`config.mk`:
```
export PLATFORM = sky130hd
export DESIGN_NAME = cpc_judge
export DESIGN_NICKNAME = d
export VERILOG_FILES = /design/src/rtl/core/assert_macros.svh /design/src/rtl/core/cpc_pkg.sv /design/src/rtl/core/cpc_judge.sv
export SDC_FILE = /design/constraint.sdc
export NUM_CORES = 1
export LEC_CHECK = 0
export BUFFER_PORTS_ARGS = -buffer_cell sky130_fd_sc_hd__buf_2
export CORE_UTILIZATION = 57
export DETAILED_ROUTE_END_ITERATION = 16
export PLACE_DENSITY = 0.78
export SYNTH_ARGS = -nofsm -noshare
export SYNTH_HDL_FRONTEND = slang
export SYNTH_SLANG_ARGS = --single-unit
```
`constraint.sdc`:
```
create_clock -name vclk -period 4.4
set_input_delay 0 -clock vclk [all_inputs]
set_output_delay 0 -clock vclk [all_outputs]
set_load 0.01 [all_outputs]
```
`src/rtl/core/assert_macros.svh`:
```
`ifndef ASSERT_MACROS_SVH
`define ASSERT_MACROS_SVH

// Same-cycle implication, sampled on clk, off during rst.
`define CPC_ASSERT_NOW(label, ante, cons, msg) \
  label: assert property (@(posedge clk) disable iff (rst) (ante) |-> (cons)) else $error(msg);

// Next-cycle implication, sampled on clk, off during rst.
`define CPC_ASSERT_NEXT(label, ante, cons, msg) \
  label: assert property (@(posedge clk) disable iff (rst) (ante) |=> (cons)) else $error(msg);

`endif

```
`src/rtl/core/cpc_pkg.sv`:
```
`default_nettype none

package cpc_pkg;

  // Field widths
  localparam int PIXEL_W        = 8;
  localparam int COUNT_W        = 20;
  localparam int FRAME_WIDTH_W  = 10;
  localparam int FRAME_HEIGHT_W = 11;
  localparam int THRESH_W       = 8;
  localparam int CFG_DATA_W     = 11;
  localparam int CFG_IDX_W      = 2;

  // Register reset values
  localparam int WIDTH_RST  = 320;
  localparam int HEIGHT_RST = 200;
  localparam logic [THRESH_W-1:0] THRESH_RST = 8'd128;

  localparam logic [COUNT_W-1:0] COUNT_MAX = {COUNT_W{1'b1}};

  // Configuration register indexes
  typedef enum logic [CFG_IDX_W-1:0] {
    REG_FRAME_WIDTH        = 2'd0,
    REG_FRAME_HEIGHT       = 2'd1,
    REG_CONTRAST_THRESHOLD = 2'd2
  } cfg_reg_t;

  // Line buffer refetch sequencer
  typedef enum logic [1:0] {
    ST_RUN,
    ST_FETCH_CUR,
    ST_FETCH_NEXT
  } fetch_state_t;

  // Neighborhood of one request, handed to the judge
  typedef struct packed {
    logic [PIXEL_W-1:0]  pixel;      // incoming pixel
    logic [PIXEL_W-1:0]  mid;        // row above, this column
    logic [PIXEL_W-1:0]  up;         // two rows above, this column
    logic [PIXEL_W-1:0]  right;      // row above, next column
    logic [PIXEL_W-1:0]  prev_mid;   // row above, previous column
    logic [PIXEL_W-1:0]  prev1;      // previous pixel
    logic [PIXEL_W-1:0]  prev2;      // pixel before that
    logic [THRESH_W-1:0] threshold;
    logic                has_above;
    logic                has_two_above;
    logic                has_left;
    logic                has_left2;
    logic                last_col;
    logic                last_row;
  } cpc_window_t;

  // Absolute difference strictly above threshold
  function automatic logic differs(input logic [PIXEL_W-1:0] a,
                                   input logic [PIXEL_W-1:0] b,
                                   input logic [THRESH_W-1:0] thr);
    logic [PIXEL_W-1:0] d;
    d = (a > b) ? (a - b) : (b - a);
    return d > thr;
  endfunction

endpackage

`default_nettype wire

```
`src/rtl/core/cpc_judge.sv`:
```
`default_nettype none

module cpc_judge import cpc_pkg::*; (
  input  cpc_window_t win,
  output logic [1:0]  nhits
);

  logic hit_above;
  logic hit_last_prev;
  logic hit_last_cur;

  // Pixel of the row above, now that its lower neighbor is present
  assign hit_above = win.has_above &
      (differs(win.mid, win.pixel, win.threshold) |
       (win.has_two_above & differs(win.mid, win.up, win.threshold)) |
       (win.has_left & differs(win.mid, win.prev_mid, win.threshold)) |
       (!win.last_col & differs(win.mid, win.right, win.threshold)));

  // Last row: previous pixel, one column behind
  assign hit_last_prev = win.last_row & win.has_left &
      (differs(win.prev1, win.pixel, win.threshold) |
       (win.has_above & differs(win.prev1, win.prev_mid, win.threshold)) |
       (win.has_left2 & differs(win.prev1, win.prev2, win.threshold)));

  // Last row, last column: the current pixel itself
  assign hit_last_cur = win.last_row & win.last_col &
      ((win.has_above & differs(win.pixel, win.mid, win.threshold)) |
       (win.has_left & differs(win.pixel, win.prev1, win.threshold)));

  assign nhits = {1'b0, hit_above} + {1'b0, hit_last_prev} + {1'b0, hit_last_cur};

endmodule

`default_nettype wire

```
==> results.json, run 1 <==
{
  "area_growth_pct": 7.28,
  "ctsHoldBuffers": 0,
  "place_area_um2": 6890,
  "synth_compound_area_share_pct": 26.5,
  "grtUsageMet3_pct": 2.17,
  "num-clock-buffers": 0,
  "drc": 0,
  "cts_resized": 0,
  "die_h_um": 108,
  "start_util_pct": 59.0,
  "hold_class": "in -> out",
  "grtUsageTotal_pct": 30.8,
  "avgSynthCellArea_um2": 8.05,
  "synth.distinct_cells": 62,
  "tightest_slew_ps": 586,
  "power_leakage_nw": 3.61,
  "place_inst": 998,
  "synth_xor_area_share_pct": 7.23,
  "mappedNetlistArea_um2": 6420,
  "cp_max_fo": 7,
  "ys_seq_area_share_pct": 0,
  "min_period_ps": 4050,
  "synth_top_family_by_area": "adder cells",
  "grtUsageMet1_pct": 41.4,
  "ys_warn_count": 0,
  "status": "complete, no violations",
  "cts_setup_buffers": 0,
  "drv_slew": 0,
  "wl_per_cell_um": 17.8,
  "route.vias.total": 6091,
  "required_ps": 4400,
  "synth.most_common_cell": "ha_1",
  "dr.pass1.iters": 4,
  "drv_cap": 0,
  "holdCritStartpoint": "win[0]",
  "synthAdderAreaFrac_pct": 39.3,
  "worstSetupPathType": "in -> out",
  "slowest_stage": "fa_1",
  "setup_viol": 0,
  "grt_pass1_vias": 5789,
  "grt_pass1_wl_um": 28400,
  "stdcell_count": 998,
  "crit_chain": "buf_2 -> inv_1 -> ha_1 -> inv_1 -> fa_1 -> a21o_1 -> a21oi_1 -> nor2_1 -> nor2_1 -> a21oi_2 -> mux2_2 -> ha_1 -> nor2b_1 -> o21ai_0 -> nand2b_1 -> a21oi_1 -> o21ai_0 -> a22oi_1 -> o211ai_1 -> fa_1 -> buf_2",
  "drive_above_1_share_pct": 14.2,
  "finalCritPeriodShare_pct": 92.0,
  "synth_top_area_share_pct": 34.7,
  "timing.setup.tns_ps": 0,
  "use_met2_pct": 51.0,
  "antenna_cells": 0,
  "crit_arrival_ps": 4050,
  "grt_max_degree": 13,
  "ant_nets": 0,
  "power_density_nw_per_um2": 181,
  "hold_end": "nhits[0]",
  "relSlewSlack_pct": 60.9,
  "hpwl_um": 14600,
  "rsz0062_at_grt": "false",
  "min_path_cells": 5,
  "die-area_um2": 11700,
  "io_buffers": 72,
  "design.seq.count": 0,
  "antenna_found_initial": 0,
  "vdd_ir_drop_max_mv": 0.0877,
  "cpPeakStageDelay_ps": 570,
  "place_congestion": 0.963,
  "synth_commonest_cells": "ha_1, inv_1, a21oi_1",
  "overflow": 0,
  "syn_inst": 798,
  "die_x_um": 108,
  "drt_iter0_markers": 359,
  "via_per_inst": 6.10,
  "synth.area.top_cells": "ha_1, a21oi_1, inv_1",
  "synth_simple_gate_area_share_pct": 12.3,
  "crit_path_start_kind": "primary input",
  "finalHoldViolations": 0,
  "rows": 38,
  "endpoint_kind": "primary output",
  "core_area_um2": 10900,
  "finalPower_mw": 1.25,
  "routed_wl_um": 17800,
  "seq_area_um2": 0,
  "final_nets": 1123,
  "num_io_pins": 72,
  "busiest_layer": "met2",
  "synth_top_area_cell": "ha_1",
  "synth_nets": 1061,
  "synth.mux.area_fraction_pct": 7.73,
  "design_area_um2": 6890,
  "fmax_mhz": 247
}
[area by class of cell]
type                            count  area [um^2]
Inverter                           90          338
Timing Repair Buffer               77          398
Fill cell                        1032         4000
Multi-Input combinational cell    691         5980
Tap cell                          140          175
[critical path: cells and delay by family]
kind | cells | cell delay [ps]
buffers and inverters | 4 | 490
adder cells (fa/ha/maj) | 4 | 1430
AO/OA/AOI/OAI | 8 | 1410
multiplexers | 1 | 300
AND/OR/NAND/NOR | 4 | 390
[logic make-up after synthesis]
family	count (synthesis)
xor gates and xnor gates	53
adders and majority gates	193
buffers and inverters	107
and+or+nand+nor	143
AOI/OAI and AO/OA	255
muxes	47
[worst max-delay path by stage]
| stage | start | to | cells past startpoint |
|---|---|---|---|
| 6_report | win[54] | nhits[0] | 21 |
| 5_1_grt | win[54] | nhits[0] | 20 |
| 4_1_cts | win[54] | nhits[0] | 20 |
| 3_5_place_dp | win[54] | nhits[0] | 21 |
| 3_3_place_gp | win[54] | nhits[0] | 21 |
| 2_1_floorplan | win[54] | nhits[0] | 18 |
[per-layer routing]
| layer | part of all wire [%] | vias to the layer above | wire [um] |
|---|---|---|---|
| met2 | 44 | 238 | 7900 |
| met1 | 45 | 2778 | 8040 |
| li1 | - | 3026 | - |
| met3 | 6.3 | 49 | 1120 |
| met5 | 0 | - | 0 |
| met4 | 4.2 | 0 | 750 |
[where the power goes]
part           switching (mW)  leakage [nW]  internal [mW]
Clock                       0             0              0
Combinational           0.685          3.61          0.561
Sequential                  0             0              0
[cell usage in the layout (no fill, tap or decap), drive strengths merged, types with 4 or more instances in the layout]
master   synthesis  final
ha             178    178
inv             90     90
a21oi           86     86
buf             10     77
o21ai           55     55
a21o            42     42
xnor2           38     38
nor2            31     31
nand4           27     27
mux2i           26     26
nor2b           22     22
mux2            21     21
nand2           18     18
xor2            15     15
fa              15     15
o21bai          15     15
nand3           12     12
nand2b          12     12
o21a            10     10
and4             7      7
a221oi           6      6
a31oi            5      5
a22oi            5      5
o211ai           5      5
a211oi           5      5
o2111ai          4      4
a32oi            4      4
and2             4      4
[per-stage QoR]
| step | util, % | worst slack, ps | hold WS [ps] |
|---|---|---|---|
| floorplan | - | 1070 | 358 |
| global placement | 63.3 | 402 | 590 |
| detailed placement | 63.3 | 371 | 580 |
| CTS | 63.3 | 350 | 586 |
| global route | 63.3 | 53.6 | 651 |
| finish | 63.3 | 353 | 594 |
Power figures use the tool's default switching activity.
==> inputs of run 2 (changes only) <==
BUFFER_PORTS_ARGS = -buffer_cell sky130_fd_sc_hd__buf_4   (was -buffer_cell sky130_fd_sc_hd__buf_2)
CORE_UTILIZATION = 55   (was 57)
PLACE_DENSITY = 0.76   (was 0.78)
==> run 2 against run 1 <==
Net effect: non-clock buffer count fell by 3; setup slack got worse by 71 ps; hold slack got worse by 10 ps; highest routed layer unchanged; sequential cell count did not move; sequential share of layout area did not move; global-route usage rose by 0.46 points; first-iteration DRC count rose by 19%; combinational power rose by 3%; count of clock-buffer cells in the layout did not move; die area rose by 3.6%.
==> results.json, run 2 (synthesis results as in run 1) <==
{
  "cellInternalPower_uw": 585,
  "power_frac_seq_pct": 0,
  "antenna_cells": 0,
  "grt_pass1_wl_um": 29500,
  "design.seq.count": 0,
  "ant_nets": 0,
  "place_ws_ps": 372,
  "pwr-share-clk_pct": 0,
  "utilization_pct": 61.8,
  "crit_arrival_ps": 4120,
  "min_period_ps": 4120,
  "use_met2_pct": 52.5,
  "p_comb_share_pct": 100.0,
  "vdd_ir_drop_max_mv": 0.101,
  "io_buffers": 72,
  "drive_above_1_share_pct": 13.9,
  "drv_cap": 0,
  "endpoint_kind": "primary output",
  "required_ps": 4400,
  "final_nets": 1120,
  "routed_wl_um": 18700,
  "layout_commonest_cell": "ha_1",
  "cts_resized": 0,
  "rsz0062_at_grt": "false",
  "busiest_layer": "met2",
  "core_area_um2": 11400,
  "grtUsageMet1_pct": 42.0,
  "route.vias.total": 6186,
  "timing.setup.tns_ps": 0,
  "area_growth_pct": 9.80,
  "grt_pass1_vias": 6033,
  "finalHoldViolations": 0,
  "place_congestion": 0.967,
  "dr.pass1.iters": 5,
  "rows": 39,
  "crit_chain": "buf_4 -> inv_1 -> ha_1 -> inv_1 -> fa_1 -> a21o_1 -> a21oi_1 -> nor2_1 -> nor2_1 -> a21oi_2 -> mux2_2 -> ha_1 -> nor2b_1 -> o21ai_0 -> nand2b_1 -> a21oi_1 -> o21ai_0 -> a22oi_1 -> o211ai_1 -> fa_1 -> buf_4",
  "seq_area_um2": 0,
  "finalCritPeriodShare_pct": 93.6,
  "wl_per_cell_um": 18.7,
  "sw_frac_of_total_pct": 54.6,
  "start_util_pct": 56.3,
  "ctsHoldBuffers": 0,
  "worst_hold_slack_ps": 584,
  "die-area_um2": 12100,
  "power_density_nw_per_um2": 183,
  "die_x_um": 110,
  "num_io_pins": 72,
  "post-route-worst-setup-slack_ps": 283,
  "antenna_found_initial": 0,
  "worstSetupPathType": "in -> out",
  "p_switching_uw": 704,
  "setup_viol": 0,
  "power_leakage_nw": 3.66,
  "via_per_inst": 6.20,
  "drv_slew": 0,
  "final_cell_mix": "ha_1, inv_1, a21oi_1",
  "overflow": 0,
  "fmax_mhz": 243,
  "grtUsageTotal_pct": 31.2,
  "slowest_stage": "fa_1",
  "hold_class": "in -> out",
  "fillers": 1075,
  "grt_max_degree": 13,
  "cpPeakStageDelay_ps": 590,
  "relSlewSlack_pct": 60.9,
  "num-clock-buffers": 0,
  "die_h_um": 110,
  "status": "complete, no violations",
  "drt_iter0_markers": 426,
  "cp_max_fo": 7,
  "hpwl_um": 15400,
  "grtUsageMet3_pct": 1.59,
  "drc": 0,
  "cts_setup_buffers": 0,
  "tightest_slew_ps": 586,
  "crit_path_start_kind": "primary input"
}
==> run 2: critical path, delay by kind of cell <==
| kind | cells | cell delay, ps |
|---|---|---|
| fa+ha+maj | 4 | 1460 |
| compound gates | 8 | 1440 |
| mux | 1 | 310 |
| buf+inv | 4 | 500 |
| simple gates | 4 | 410 |
==> run 2: final timing paths <==
kind  startpoint  endpoint  slack (ps)  depth (start not counted)
max      win[54]  nhits[0]         280                         21
min       win[2]  nhits[0]         580                          5
==> run 2: per-layer routing <==
layer / wire length (um) / vias to the layer above
met5: 0 / -
met4: 762 / 0
met3: 951 / 46
met2: 8580 / 213
met1: 8380 / 2906
li1: - / 3021
==> run 2: layout make-up <==
class / count / area [um^2] / area share [%]
Multi-Input combinational cell: 691 / 5980 / 84.8
Timing Repair Buffer: 74 / 556 / 7.88
Tap cell: 143 / 179 / 2.54
Inverter: 90 / 338 / 4.79
==> run 2: power groups by stage <==
stage	clock, mW	sequential [mW]	combinational, mW
finish	0	0	1.29
global route	0	0	1.43
CTS	0	0	1.27
detailed placement	0	0	1.26
global placement	0	0	1.21
floorplan	0	0	0.937
==> run 2: metrics by stage <==
step	total power, mW	area [um^2]	std cells
2_1_floorplan	0.937	6420	798
3_3_place_gp	1.21	7050	998
3_5_place_dp	1.26	7050	998
4_1_cts	1.27	7050	998
5_1_grt	1.43	7050	998
6_report	1.29	7050	998
==> inputs of run 3 (changes only) <==
BUFFER_PORTS_ARGS = default   (was -buffer_cell sky130_fd_sc_hd__buf_4)
DONT_BUFFER_PORTS = 1   (was default)
PLACE_DENSITY = 0.7   (was 0.76)
==> run 3 against run 2 <==
Net effect: fmax up 4.5%; combinational power down 8%; first-iteration DRC count up 7.0%; total power down 7.4%; hold slack worse by 160 ps; sequential cell count unchanged; core utilization down 4.8 points; global-route usage down 0.063 points.
==> results.json, run 3 (synthesis results as in run 1) <==
{
  "cts_setup_buffers": 0,
  "die_h_um": 110,
  "drive_above_1_share_pct": 5.88,
  "via_per_inst": 6.30,
  "grt_pass1_vias": 5809,
  "ant_nets": 0,
  "min_path_cells": 3,
  "design_area_um2": 6500,
  "power_density_nw_per_um2": 183,
  "crit_path_start_kind": "primary input",
  "overflow": 0,
  "cts_resized": 0,
  "drv_cap": 0,
  "num_io_pins": 72,
  "drc": 0,
  "cp_max_fo": 10,
  "final_cell_mix": "ha_1, inv_1, a21oi_1",
  "endpoint_kind": "primary output",
  "final_nets": 1047,
  "hold_class": "in -> out",
  "place_area_um2": 6500,
  "vdd_ir_drop_max_mv": 0.0954,
  "routed_wl_um": 18700,
  "antenna_found_initial": 0,
  "hold_end": "nhits[0]",
  "die_x_um": 110,
  "rsz0062_at_grt": "false",
  "die-area_um2": 12100,
  "grt_max_degree": 13,
  "ctsHoldBuffers": 0,
  "finalPower_mw": 1.19,
  "antenna_cells": 0,
  "min_period_ps": 3940,
  "timing.setup.tns_ps": 0,
  "fmax_mhz": 254,
  "io_buffers": 0,
  "tightest_slew_ps": 606,
  "design.seq.count": 0,
  "status": "complete, no violations",
  "required_ps": 4400,
  "crit_chain": "inv_1 -> ha_1 -> inv_1 -> fa_1 -> nand3_1 -> a21boi_1 -> o21ai_2 -> mux2_1 -> a21oi_1 -> xnor2_1 -> ha_1 -> a21o_1 -> a21oi_1 -> o21ai_0 -> o2111ai_1 -> o211ai_1 -> fa_1",
  "worstSetupPathType": "in -> out",
  "worst_hold_slack_ps": 420,
  "finalHoldViolations": 0,
  "route.vias.total": 5828,
  "grt_pass1_wl_um": 29000,
  "start_util_pct": 56.3,
  "wl_per_cell_um": 20.3,
  "crit_arrival_ps": 3940,
  "seq_area_um2": 0,
  "area_growth_pct": 1.27,
  "slowest_stage": "fa_1",
  "dr.pass1.iters": 8,
  "drt_iter0_markers": 456,
  "core_area_um2": 11400,
  "layout_commonest_cell": "ha_1",
  "grtUsageTotal_pct": 31.2,
  "finalCritPeriodShare_pct": 89.5,
  "relSlewSlack_pct": 59.6,
  "num-clock-buffers": 0,
  "place_congestion": 0.947,
  "cpPeakStageDelay_ps": 630,
  "hpwl_um": 15400,
  "rows": 39,
  "drv_slew": 0,
  "power_leakage_nw": 3.31,
  "holdCritStartpoint": "win[1]",
  "setup_viol": 0
}
==> run 3: cell types whose count changed in the layout (fill, tap and decap cells not counted), sizes merged <==
cell,delta
buf,-73
==> run 3: final cells by class <==
type                       count  area [um^2]
tap                          143          179
timing repair buffer           1         7.51
fill                        1112         4910
inverter                      90          338
multi-input combinational    691         5980
==> run 3: worst max path at each step <==
stage	from	endpoint
after floorplan	win[54]	nhits[0]
after detailed placement	win[54]	nhits[0]
after global placement	win[54]	nhits[0]
after CTS	win[54]	nhits[0]
after global routing	win[54]	nhits[0]
final	win[54]	nhits[0]
==> run 3: where the power goes <==
| group | switching, mW | internal [mW] | total [mW] |
|---|---|---|---|
| clock | 0 | 0 | 0 |
| combinational | 0.656 | 0.537 | 1.19 |
| sequential | 0 | 0 | 0 |
| total | 0.656 | 0.537 | 1.19 |
==> run 3: metal layers <==
metal	track usage (%)	vias to the layer above	wire, um	part of all wire (%)
met2	54.2	211	8510	45
met4	8.86	0	527	2.8
met5	0	-	0	0
li1	-	2869	-	-
met1	38.9	2705	8190	44
met3	5.88	43	1500	8.0
==> run 3: worst max-delay path: cells and delay by family <==
family          cells  cell delay (ps)
compound gates      8             1580
xor+xnor            1              160
fa+ha+maj           4             1500
buf+inv             2              230
mux                 1              370
simple gates        1              110
==> run 3: per-stage QoR <==
stage	util [%]	setup WS (ps)	std cells
6_report	57.0	461	925
5_1_grt	57.0	257	925
4_1_cts	57.0	530	925
3_5_place_dp	57.0	564	925
3_3_place_gp	57.0	570	925
2_1_floorplan	-	1070	798
